### src/rtl/bsi_pkg.sv
// Package for bucket_sort_integers: sizes, controller state and the
// command/status structs between controller and datapath. No dependencies.
package bsi_pkg;

   localparam int MAX_ITEMS    = 64;
   localparam int BUCKETS      = 256;
   localparam int VALUE_BITS   = 16;
   localparam int BKT_CNT_BITS = 7;

   localparam int CNT_BITS  = $clog2(MAX_ITEMS + 1);
   localparam int ELEM_AW   = (MAX_ITEMS > 1) ? $clog2(MAX_ITEMS) : 1;
   localparam int BKT_AW    = $clog2(BUCKETS);
   localparam int DIFF_BITS = VALUE_BITS + 1;

   localparam logic signed [VALUE_BITS-1:0] VMAX = {1'b0, {(VALUE_BITS-1){1'b1}}};
   localparam logic signed [VALUE_BITS-1:0] VMIN = {1'b1, {(VALUE_BITS-1){1'b0}}};

   typedef enum logic [3:0] {
      ST_IDLE,
      ST_CHECK,
      ST_CLEAR,
      ST_CNT_RD,
      ST_CNT_ADDR,
      ST_CNT_INC,
      ST_WALK_RD,
      ST_WALK_CHK,
      ST_EMIT
   } state_type;

   typedef struct packed {
      logic load;
      logic set_span;
      logic clr_bkt;
      logic bkt_inc;
      logic sel_elem_addr;
      logic bidx_clr;
      logic bidx_inc;
      logic idx_clr;
      logic idx_inc;
      logic rem_load;
      logic rem_dec;
      logic emit_val;
      logic emit_err;
      logic new_set;
   } cmd_type;

   typedef struct packed {
      logic range_bad;
      logic bidx_last;
      logic idx_last;
      logic bkt_zero;
      logic rem_one;
   } status_type;

endpackage

### src/rtl/bsi_ram.sv
// Generic simple dual-port RAM: one write port, one registered read port.
// No dependencies.
module bsi_ram #(
   parameter int WIDTH = 8,
   parameter int DEPTH = 16
) (
   input  logic                                      clock,
   input  logic                                      we,
   input  logic [((DEPTH > 1) ? $clog2(DEPTH) : 1)-1:0] waddr,
   input  logic [WIDTH-1:0]                          wdata,
   input  logic [((DEPTH > 1) ? $clog2(DEPTH) : 1)-1:0] raddr,
   output logic [WIDTH-1:0]                          rdata
);

   logic [WIDTH-1:0] mem_ff [DEPTH];
   logic [WIDTH-1:0] rdata_ff;

   always_ff @(posedge clock) begin
      if (we) begin
         mem_ff[waddr] <= wdata;
      end
      rdata_ff <= mem_ff[raddr];
   end

   assign rdata = rdata_ff;

endmodule

### src/rtl/bsi_ctrl.sv
// Controller FSM for bucket_sort_integers: sequences load, range check,
// bucket clear, counting and the bucket walk. Depends on bsi_pkg.
module bsi_ctrl
   import bsi_pkg::*;
(
   input  logic       clock,
   input  logic       reset,
   input  logic       start,
   input  logic       final_item,
   input  status_type status,
   output logic       busy,
   output cmd_type    cmd
);

   state_type state_ff, state_in;

   always_ff @(posedge clock) begin
      if (reset) begin
         state_ff <= ST_IDLE;
      end else begin
         state_ff <= state_in;
      end
   end

   always_comb begin
      state_in = state_ff;
      unique case (state_ff)
         ST_IDLE: begin
            if (start && final_item) state_in = ST_CHECK;
         end
         ST_CHECK: begin
            state_in = status.range_bad ? ST_IDLE : ST_CLEAR;
         end
         ST_CLEAR: begin
            if (status.bidx_last) state_in = ST_CNT_RD;
         end
         ST_CNT_RD:   state_in = ST_CNT_ADDR;
         ST_CNT_ADDR: state_in = ST_CNT_INC;
         ST_CNT_INC: begin
            state_in = status.idx_last ? ST_WALK_RD : ST_CNT_RD;
         end
         ST_WALK_RD:  state_in = ST_WALK_CHK;
         ST_WALK_CHK: begin
            state_in = status.bkt_zero ? ST_WALK_RD : ST_EMIT;
         end
         ST_EMIT: begin
            priority if (status.idx_last) state_in = ST_IDLE;
            else if (status.rem_one)      state_in = ST_WALK_RD;
            else                          state_in = ST_EMIT;
         end
         default: state_in = ST_IDLE;
      endcase
   end

   always_comb begin
      cmd  = '0;
      busy = 1'b1;
      unique case (state_ff)
         ST_IDLE: begin
            busy     = 1'b0;
            cmd.load = start;
         end
         ST_CHECK: begin
            if (status.range_bad) begin
               cmd.emit_err = 1'b1;
               cmd.new_set  = 1'b1;
            end else begin
               cmd.set_span = 1'b1;
               cmd.bidx_clr = 1'b1;
            end
         end
         ST_CLEAR: begin
            cmd.clr_bkt = 1'b1;
            if (status.bidx_last) begin
               cmd.bidx_clr = 1'b1;
               cmd.idx_clr  = 1'b1;
            end else begin
               cmd.bidx_inc = 1'b1;
            end
         end
         ST_CNT_RD: begin
         end
         ST_CNT_ADDR: begin
            cmd.sel_elem_addr = 1'b1;
         end
         ST_CNT_INC: begin
            cmd.bkt_inc = 1'b1;
            if (status.idx_last) begin
               cmd.idx_clr  = 1'b1;
               cmd.bidx_clr = 1'b1;
            end else begin
               cmd.idx_inc = 1'b1;
            end
         end
         ST_WALK_RD: begin
         end
         ST_WALK_CHK: begin
            if (status.bkt_zero) begin
               cmd.bidx_inc = 1'b1;
            end else begin
               cmd.rem_load = 1'b1;
            end
         end
         ST_EMIT: begin
            cmd.emit_val = 1'b1;
            if (status.idx_last) begin
               cmd.new_set = 1'b1;
            end else begin
               cmd.idx_inc = 1'b1;
               if (status.rem_one) begin
                  cmd.bidx_inc = 1'b1;
               end else begin
                  cmd.rem_dec = 1'b1;
               end
            end
         end
         default: begin
            busy = 1'b1;
         end
      endcase
   end

endmodule

### src/rtl/bsi_dp.sv
// Datapath for bucket_sort_integers: element store, bucket counts, min/max,
// counters and the result register. Depends on bsi_pkg and bsi_ram.
module bsi_dp
   import bsi_pkg::*;
(
   input  logic                         clock,
   input  logic                         reset,
   input  cmd_type                      cmd,
   input  logic signed [VALUE_BITS-1:0] req_value,
   output status_type                   status,
   output logic                         rsp_strobe,
   output logic signed [VALUE_BITS-1:0] rsp_sorted_value,
   output logic                         rsp_last_of_run,
   output logic                         rsp_range_error
);

   logic [CNT_BITS-1:0]          count_ff, count_in;
   logic signed [VALUE_BITS-1:0] min_ff, min_in;
   logic signed [VALUE_BITS-1:0] max_ff, max_in;
   logic [CNT_BITS-1:0]          idx_ff, idx_in;
   logic [BKT_AW-1:0]            bidx_ff, bidx_in;
   logic [BKT_AW-1:0]            span_ff, span_in;
   logic [BKT_AW-1:0]            bkt_addr_ff, bkt_addr_in;
   logic [BKT_CNT_BITS-1:0]      rem_ff, rem_in;

   logic                         strobe_ff, strobe_in;
   logic signed [VALUE_BITS-1:0] value_ff, value_in;
   logic                         last_ff, last_in;
   logic                         err_ff, err_in;

   logic                         room;
   logic                         elem_we;
   logic [VALUE_BITS-1:0]        elem_rdata;
   logic [DIFF_BITS-1:0]         diff;
   logic [DIFF_BITS-1:0]         elem_off;
   logic [BKT_AW-1:0]            elem_bkt;
   logic                         bkt_we;
   logic [BKT_AW-1:0]            bkt_waddr;
   logic [BKT_CNT_BITS-1:0]      bkt_wdata;
   logic [BKT_AW-1:0]            bkt_raddr;
   logic [BKT_CNT_BITS-1:0]      bkt_rdata;

   assign room    = (count_ff < CNT_BITS'(MAX_ITEMS));
   assign elem_we = cmd.load && room;

   bsi_ram #(.WIDTH(VALUE_BITS), .DEPTH(MAX_ITEMS)) u_elem_ram (
      .clock (clock),
      .we    (elem_we),
      .waddr (count_ff[ELEM_AW-1:0]),
      .wdata (req_value),
      .raddr (idx_ff[ELEM_AW-1:0]),
      .rdata (elem_rdata)
   );

   assign diff     = {max_ff[VALUE_BITS-1], max_ff} - {min_ff[VALUE_BITS-1], min_ff};
   assign elem_off = {elem_rdata[VALUE_BITS-1], elem_rdata} - {min_ff[VALUE_BITS-1], min_ff};
   assign elem_bkt = BKT_AW'(elem_off);

   assign bkt_we    = cmd.clr_bkt || cmd.bkt_inc;
   assign bkt_waddr = cmd.clr_bkt ? bidx_ff : bkt_addr_ff;
   assign bkt_wdata = cmd.clr_bkt ? '0 : BKT_CNT_BITS'(bkt_rdata + 1'b1);
   assign bkt_raddr = cmd.sel_elem_addr ? elem_bkt : bidx_ff;

   bsi_ram #(.WIDTH(BKT_CNT_BITS), .DEPTH(BUCKETS)) u_bkt_ram (
      .clock (clock),
      .we    (bkt_we),
      .waddr (bkt_waddr),
      .wdata (bkt_wdata),
      .raddr (bkt_raddr),
      .rdata (bkt_rdata)
   );

   always_comb begin
      count_in    = count_ff;
      min_in      = min_ff;
      max_in      = max_ff;
      idx_in      = idx_ff;
      bidx_in     = bidx_ff;
      span_in     = span_ff;
      bkt_addr_in = cmd.sel_elem_addr ? elem_bkt : bkt_addr_ff;
      rem_in      = rem_ff;
      strobe_in   = cmd.emit_val || cmd.emit_err;
      value_in    = value_ff;
      last_in     = last_ff;
      err_in      = err_ff;

      if (elem_we) begin
         count_in = CNT_BITS'(count_ff + 1'b1);
         if (req_value < min_ff) min_in = req_value;
         if (req_value > max_ff) max_in = req_value;
      end
      if (cmd.new_set) begin
         count_in = '0;
         min_in   = VMAX;
         max_in   = VMIN;
      end
      if (cmd.set_span) span_in = BKT_AW'(diff);

      priority if (cmd.idx_clr) idx_in = '0;
      else if (cmd.idx_inc)     idx_in = CNT_BITS'(idx_ff + 1'b1);

      priority if (cmd.bidx_clr) bidx_in = '0;
      else if (cmd.bidx_inc)     bidx_in = BKT_AW'(bidx_ff + 1'b1);

      priority if (cmd.rem_load) rem_in = bkt_rdata;
      else if (cmd.rem_dec)      rem_in = BKT_CNT_BITS'(rem_ff - 1'b1);

      if (cmd.emit_val) begin
         value_in = $signed(VALUE_BITS'($unsigned(min_ff) + VALUE_BITS'(bidx_ff)));
         last_in  = status.idx_last;
         err_in   = 1'b0;
      end
      if (cmd.emit_err) begin
         value_in = '0;
         last_in  = 1'b1;
         err_in   = 1'b1;
      end
   end

   always_ff @(posedge clock) begin
      if (reset) begin
         count_ff  <= '0;
         min_ff    <= VMAX;
         max_ff    <= VMIN;
         idx_ff    <= '0;
         bidx_ff   <= '0;
         strobe_ff <= 1'b0;
         value_ff  <= '0;
         last_ff   <= 1'b0;
         err_ff    <= 1'b0;
      end else begin
         count_ff  <= count_in;
         min_ff    <= min_in;
         max_ff    <= max_in;
         idx_ff    <= idx_in;
         bidx_ff   <= bidx_in;
         strobe_ff <= strobe_in;
         value_ff  <= value_in;
         last_ff   <= last_in;
         err_ff    <= err_in;
      end
   end

   always_ff @(posedge clock) begin
      span_ff     <= span_in;
      bkt_addr_ff <= bkt_addr_in;
      rem_ff      <= rem_in;
   end

   assign status.range_bad = (64'(diff) > 64'(BUCKETS - 1));
   assign status.bidx_last = (bidx_ff == span_ff);
   assign status.idx_last  = (CNT_BITS'(idx_ff + 1'b1) == count_ff);
   assign status.bkt_zero  = (bkt_rdata == '0);
   assign status.rem_one   = (rem_ff == BKT_CNT_BITS'(1));

   assign rsp_strobe       = strobe_ff;
   assign rsp_sorted_value = value_ff;
   assign rsp_last_of_run  = last_ff;
   assign rsp_range_error  = err_ff;

endmodule

### src/rtl/bucket_sort_integers.sv
// Top level of bucket_sort_integers: counting sort of a set of signed values.
// Depends on bsi_pkg, bsi_ctrl and bsi_dp.
//
// Usage:
//   Input: drive req_value and req_final_item with start high; the item is
//   taken at a clock edge where start is high and busy is low. Sets hold up
//   to 64 values; further values of the same set are dropped.
//   Loading takes one item per cycle while busy is low. The item with req_final_item set starts
//   the sort and busy rises until the last result has been issued.
//   Sort steps after the final item: a range check, a clear of span buckets
//   (span = max - min + 1, at most 256), a read, address and increment of
//   the bucket count per held value, then a walk that reads and checks each
//   visited bucket and emits one result per value that it holds.
//   Output: each result sits on the rsp_ ports for one cycle with rsp_strobe
//   high; rsp_last_of_run marks the final one. If the span exceeds 256 one
//   result with rsp_range_error and rsp_last_of_run follows the range check in
//   ST_CHECK, value zero. The receiver cannot stall: every strobe is a
//   transfer.
//   Reset: synchronous; clears the controller, the set state and the strobe.
module bucket_sort_integers
   import bsi_pkg::*;
(
   input  logic                         clock,
   input  logic                         reset,
   input  logic                         start,
   output logic                         busy,
   input  logic signed [VALUE_BITS-1:0] req_value,
   input  logic                         req_final_item,
   output logic                         rsp_strobe,
   output logic signed [VALUE_BITS-1:0] rsp_sorted_value,
   output logic                         rsp_last_of_run,
   output logic                         rsp_range_error
);

   cmd_type    cmd;
   status_type status;

   bsi_ctrl u_ctrl (
      .clock      (clock),
      .reset      (reset),
      .start      (start),
      .final_item (req_final_item),
      .status     (status),
      .busy       (busy),
      .cmd        (cmd)
   );

   bsi_dp u_dp (
      .clock            (clock),
      .reset            (reset),
      .cmd              (cmd),
      .req_value        (req_value),
      .status           (status),
      .rsp_strobe       (rsp_strobe),
      .rsp_sorted_value (rsp_sorted_value),
      .rsp_last_of_run  (rsp_last_of_run),
      .rsp_range_error  (rsp_range_error)
   );

endmodule

### config.mk
export PLATFORM = sky130hd
export DESIGN_NAME = bucket_sort_integers
export DESIGN_NICKNAME = d
export VERILOG_FILES = /design/src/rtl/bsi_pkg.sv /design/src/rtl/bsi_ram.sv /design/src/rtl/bsi_ctrl.sv /design/src/rtl/bsi_dp.sv /design/src/rtl/bucket_sort_integers.sv
export SDC_FILE = /design/constraint.sdc
export NUM_CORES = 2
export LEC_CHECK = 0
export ABC_AREA = 1
export BUFFER_PORTS_ARGS = -buffer_cell sky130_fd_sc_hd__buf_2
export CAP_MARGIN = 40
export CORE_ASPECT_RATIO = 0.9
export CORE_UTILIZATION = 34
export DETAILED_ROUTE_END_ITERATION = 10
export SLEW_MARGIN = 20
export SYNTH_ARGS = -nofsm -noshare
export SYNTH_HDL_FRONTEND = slang
export SYNTH_HIERARCHICAL = 1
export SYNTH_SLANG_ARGS = --single-unit
### constraint.sdc
create_clock -name clock -period 12.1 [get_ports clock]
set_input_delay 2.42 -clock clock [delete_from_list [all_inputs] [get_ports clock]]
set_output_delay 2.42 -clock clock [all_outputs]
set_load 0.05 [all_outputs]
# Word level (Yosys, flattened, before mapping)
# Memory sizes are Yosys's and may differ from the RTL's. A register that Yosys moved wholly into a read port is not among the register bits.
# Index checks and enable logic that the tools add are counted.
# word_totals
register_bits	100
latchBits	0
ram_bits	2816
rom_bits	0
inputBits	20
output_inout_bits	20
wordCells	103
n_memories	2
# op_classes
addsub	8
n_mul	0
n_div	0
n_lt_le_gt_ge	4
n_eq_ne	13
shifts	0
n_mux	47
bitwise_logic	0
reduce_logical	16
# mem_list
name	words	word_bits	read_ports	rd_clocked_by_memory_dff	write_ports	line_no	rtl
u_dp.u_bkt_ram.mem_ff	256	7	1	1	1	bsi_ram.sv:15	logic [WIDTH-1:0] mem_ff [DEPTH];
u_dp.u_elem_ram.mem_ff	64	16	1	1	1	bsi_ram.sv:15	
# op_table
cell	n
case mux 4 bit (9 select lines)	1
two-way mux 1 bit	28
adder 7 x 1 -> 7 bit (second input constant)	3
two-way mux 7 bit	3
two-way mux 4 bit	5
> comparator 17 x 8 -> 1 bit (second input constant)	1
subtractor 16 x 16 -> 17 bit	1
adder 16 x 8 -> 16 bit	1
== test 4 x 3 -> 1 bit (second input constant)	4
> comparator 16 bit	1
< comparator 16 bit	1
two-way mux 8 bit	2
OR reduction 2 bit	5
adder 8 x 1 -> 8 bit (second input constant)	1
== test 4 x 2 -> 1 bit (second input constant)	2
== test 8 bit	1
subtractor 8 bit	1
== test 7 x 1 -> 1 bit (second input constant)	1
== test 7 bit	1
logical NOT 7 bit	1
< comparator 7 bit (second input constant)	1
subtractor 7 x 1 -> 7 bit (second input constant)	1
two-way mux 2 bit	3
case mux 1 bit (3 select lines)	2
11 further kinds	17

# Logic depth before layout (Yosys ltp)
# logic_depth
word_depth	6
depth_mapped	24
depth_no_buf	23

# By module
# Netlist, hierarchy kept.
# modules_own_cells
module	n_inst	cells_each	area_per_inst_um2	seq_area_each_um2
bsi_ram (u_dp.u_bkt_ram)	1	6218	73269.0	53951.7
bsi_ram (u_dp.u_elem_ram)	1	3517	42099.1	31069.8
bsi_dp	1	1012	6996.7	2152.1
bsi_ctrl	1	70	372.9	80.1

# Worst setup path before layout
# OpenSTA, ideal clock, no wires.
# synth_path
path_type	flip-flop to flip-flop
startpoint	register u_dp.u_bkt_ram.rdata_ff[0] (netlist: u_dp/u_bkt_ram/rdata[0]) (read register of u_dp.u_bkt_ram.mem_ff)
endpoint	memory u_dp/u_bkt_ram/mem_ff[0][6] (netlist bit) (data pin)
setup_ns	2.100
t_arrival_ns	10.487
t_required_ns	10.000
slack_ns	-0.487
stages_incl_launch_ff	8
n_path_buf	0
period_less_slack_ns	12.587
path_cell_list	dfxtp_1 -> ha_1 -> nand2_1 -> inv_1 -> nand2_1 -> nor2_1 -> a21oi_1 -> nor3_1
# synth_between
elab_chain_len	2
# synth_rtl
element	line_no	rtl
start, declared	bsi_ram.sv:16	logic [WIDTH-1:0] rdata_ff;
adder 7 x 1 -> 7 bit	bsi_dp.sv:61	assign bkt_wdata = cmd.clr_bkt ? '0 : BKT_CNT_BITS'(bkt_rdata + 1'b1);
two-way mux 7 bit	bsi_dp.sv:61	
named net u_dp.bkt_wdata[6]	bsi_dp.sv:39	logic [BKT_CNT_BITS-1:0] bkt_wdata;
end, declared	bsi_ram.sv:15	
# The timed path passes the listed nets, and every way through them passes these cells.

==> Implementation_results.wiki <==
{| class="wikitable"
! Metric !! Value
|-
| Hold violation total from the final report || 0
|-
| Number of global-route vias before repair || 65,470
|-
| Hold endpoint || u_dp/min_ff[14]$_SDFFE_PP1P_
|-
| RSZ-0062 raised after global routing || false
|-
| Clock buffer count from CTS || 238
|-
| Maximum resistive drop on vdd || approximately 0.15 mV
|-
| Run status || finished, final reports clean
|-
| Data arrival time at the worst-slack endpoint || ~6.7 ns
|-
| Pin count of the biggest net entering global routing || around 230
|-
| Total congestion overflow after global routing || 0
|-
| Number of remaining DRC errors || 0
|-
| Kind of start point of the critical path || flip-flop
|-
| Final routed wire length divided by cell count || about 21 um
|-
| Number of nets in the final layout || ~9,000
|-
| Clock transition time at the flip-flop clock pins of the worst setup and hold paths || around 0.06 ns
|-
| Sequential Power Share || 0.525
|-
| CTS tree || built
|-
| Setup Viol. Count Final || 0
|-
| Starting density of the core || 0.3431
|-
| Post-synthesis instance area || 0.1026 mm2
|-
| Sinks on the clock net || ~2,400
|-
| Max Fclk || between 150 and 200 MHz
|-
| Reg2Reg Launch Point || u_ctrl/state_ff[3]$_SDFFE_PP0P_
|-
| Worst hold path stage count || 2
|-
| Critical Path Max Stage Delay || 0.64 ns
|-
| Count of antenna diodes in the layout || 0
|-
| Number of nets with antenna violations after routing || 0
|-
| Final Critical Period || 5.940 ns
|-
| Cell with the largest stage delay on the worst path || buf_4
|-
| Clock share of power || 0.418
|-
| Worst reg2reg path endpoint || u_dp/u_bkt_ram/rdata[4]$_DFF_P_
|-
| Syn-to-layout area delta || 11.40%
|-
| Weighted congestion reported at the end of routability-driven placement || 0.8771
|-
| Standard cell core area || ~0.3 mm2
|-
| Setup total negative slack || 0 ns
|-
| Number of port buffers || 39
|-
| Register-to-Register Path Depth || 22
|-
| Worst Max-Slew Pin Slew || roughly 1.1 ns
|-
| Relative slew slack || 0.2387
|-
| Detailed-placement wirelength estimate || roughly 160,000 um
|-
| Average cell area after synthesis || 11.13 um2
|-
| Design internal power || ~14 mW
|-
| Required arrival time at the worst endpoint || between 10 and 15 ns
|-
| Worst path top cell family by delay || buffers and inverters
|-
| # hold bufs at CTS || 0
|-
| Global-route wire length before repair || 417,200 um
|-
| FF-to-FF setup slack || slightly above 6 ns
|-
| Total wire length || 277,600 um
|-
| Cell Chain, Critical Path || inv_1 > nand3_1 > nor2_2 > buf_6 > inv_1 > nand2_1 > o21ai_4 > buf_16 > inv_8 > buf_16 > buf_12 > buf_4 > buf_12 > nand3_1 > nand3_1 > nand3_1 > nand3_1 > nand2_1 > nand2_1 > nand3_1 > nand3_1 > nand2_1
|-
| Top-Level Pins || 40
|-
| Die Area || between 0.3 and 0.4 mm2
|-
| Setup bufs post-CTS || 0
|-
| Vert. Die Dim || 523.2 um
|-
| Leakage power total || between 40 and 50 nW
|-
| Die extent in x || 581.1 um
|-
| Count of instances resized after the clock tree is built || 0
|-
| Global-route usage over all layers || 0.1780
|-
| Gate Count Post-Synth || 9,217
|-
| Type of the tightest min-delay check || reg2reg
|-
| Net switching power of the design || 4.007 mW
|-
| Number of vias per cell || about 5.3
|-
| Yosys Warn Count || 6
|-
| Clock Skew || 0.07329 ns
|-
| Critical path type || reg2reg
|-
| Slew Viols, Final || 0
|-
| Net count of the mapped netlist || slightly above 9,000
|-
| Worst-path fanout max || 143
|-
| Root buffer selected by CTS || clkbuf_16
|-
| Most used cell along the critical path || nand3_1
|-
| Combinational power share || 0.056
|-
| Clock latency on the worst-skew pair || ~0.89 ns
|-
| # Max-Cap Violations || 0
|-
| Buf/Inv on CP || 9
|-
| Startpoint of the worst hold path || u_dp/min_ff[14]$_SDFFE_PP1P_
|-
| Fraction of power spent switching nets || 0.2248
|-
| Final Power || 17.82 mW
|-
| P per Cell Area || between 150 and 200 mW/mm2
|-
| Final worst path period share || 0.4909
|-
| Initial drt markers || ~8,500
|-
| CTS H-Tree Depth || 4
|-
| Initial antenna violation count || 7
|-
| Row count || 190
|-
| Total iterations of the first detailed-routing run || 6
|-
| Fraction of layout cells with a size suffix above 1 || 0.06621
|-
| Final Core Density || 0.3822
|-
| CTS Buffer Depth || 3
|-
| Endpoint kind of the worst setup timing path || flip-flop
|-
| Via total after detailed routing || approximately 70,000
|}
==> worst register-to-register path: stages, from the launching register on <==
cell	delay [ns]
dfxtp_1	0.37
inv_1	0.11
nand3_1	0.12
nor2_2	0.55
buf_6	0.24
inv_1	0.13
nand2_1	0.13
o21ai_4	0.17
buf_16	0.23
inv_8	0.28
buf_16	0.44
buf_12	0.61
buf_4	0.80
buf_12	0.30
nand3_1	0.15
nand3_1	0.18
nand3_1	0.11
nand3_1	0.18
nand2_1	0.27
nand2_1	0.21
nand3_1	0.09
nand3_1	0.13
nand2_1	0.06
==> final cells by class <==
class,instances,area (um2)
Timing Repair Buffer,212,2451
Tap cell,3936,4925
Sequential cell,2419,71730
Inverter,230,907.1
Fill cell,28550,184800
Clock buffer,301,6192
Clock inverter,143,1674
Multi-Input combinational cell,5893,26430
==> cell usage in the layout (no fill, tap or decap), types with 6 or more instances in the layout <==
master	n
a21oi_1	64
buf_12	25
buf_16	27
buf_2	41
buf_4	101
buf_6	7
buf_8	11
bufinv_16	29
clkbuf_1	63
clkbuf_16	238
clkinv_1	50
clkinv_16	6
clkinv_2	34
clkinvlp_4	10
dfxtp_1	89
edfxtp_1	2327
ha_1	69
inv_1	214
inv_2	10
nand2_1	2822
nand2_2	6
nand3_1	2223
nand4_1	54
nor2_1	466
nor2_2	16
nor3_1	17
nor4_1	10
o21ai_0	47
o21ai_1	6
xnor2_1	17
xor2_1	24
==> power by group through the flow <==
stage | clock network [mW] | logic [mW] | registers, mW
after floorplan | 0 | 0.608 | 9.59
after global placement | 0 | 0.943 | 9.54
after detailed placement | 0 | 0.976 | 9.54
after CTS | 7.58 | 0.980 | 9.36
after global routing | 7.89 | 1.10 | 9.36
final | 7.46 | 1.00 | 9.37
==> through the flow <==
| stage | hold slack (ns) | area (um2) | setup slack [ns] | cells |
|---|---|---|---|---|
| after floorplan | 0.4289 | 102600 | -0.3899 | 9217 |
| after global placement | 0.4435 | 105000 | 5.411 | 12610 |
| after detailed placement | 0.4552 | 105900 | 6.142 | 12650 |
| after CTS | 0.4705 | 113700 | 6.151 | 13100 |
| after global routing | 0.4904 | 114300 | 5.884 | 13130 |
| final | 0.4668 | 114300 | 6.160 | 13130 |
==> how the worst max path moves through the flow <==
stage,cells past startpoint,slack [ns],end,start
2_1_floorplan,5,-0.39,u_dp/u_bkt_ram/mem_ff[0][5]$_DFFE_PP_,u_ctrl/state_ff[2]$_SDFFE_PP0P_
3_3_place_gp,19,5.41,u_dp/u_bkt_ram/rdata[0]$_DFF_P_,u_ctrl/state_ff[3]$_SDFFE_PP0P_
3_5_place_dp,22,6.14,u_dp/u_bkt_ram/rdata[4]$_DFF_P_,u_ctrl/state_ff[3]$_SDFFE_PP0P_
4_1_cts,22,6.15,u_dp/u_bkt_ram/rdata[4]$_DFF_P_,u_ctrl/state_ff[3]$_SDFFE_PP0P_
5_1_grt,22,5.88,u_dp/u_bkt_ram/rdata[4]$_DFF_P_,u_ctrl/state_ff[3]$_SDFFE_PP0P_
6_report,22,6.16,u_dp/u_bkt_ram/rdata[4]$_DFF_P_,u_ctrl/state_ff[3]$_SDFFE_PP0P_
==> layer usage <==
layer	part of all wire	GRT usage	up-vias
met5	0.000025	0	-
met2	0.44	0.2696	3365
met4	0.028	0.05398	2
met3	0.10	0.03642	469
met1	0.43	0.2565	33860
li1	-	-	31640
==> registers in the layout (all words and copies together) (netlist names), 7 cells and up <==
name                    cells
u_dp/u_elem_ram/rdata       8
u_dp/bidx_ff                8
u_dp/count_ff               7
u_dp/u_elem_ram/mem_ff    512
u_dp/max_ff                16
u_dp/rem_ff                 7
u_dp/idx_ff                 7
u_dp/span_ff                8
u_dp/bkt_addr_ff            8
u_dp/rsp_sorted_value      16
u_dp/min_ff                16
u_dp/u_bkt_ram/rdata        7
u_dp/u_bkt_ram/mem_ff    1792
Note: power is estimated with default switching activity, not from simulation.
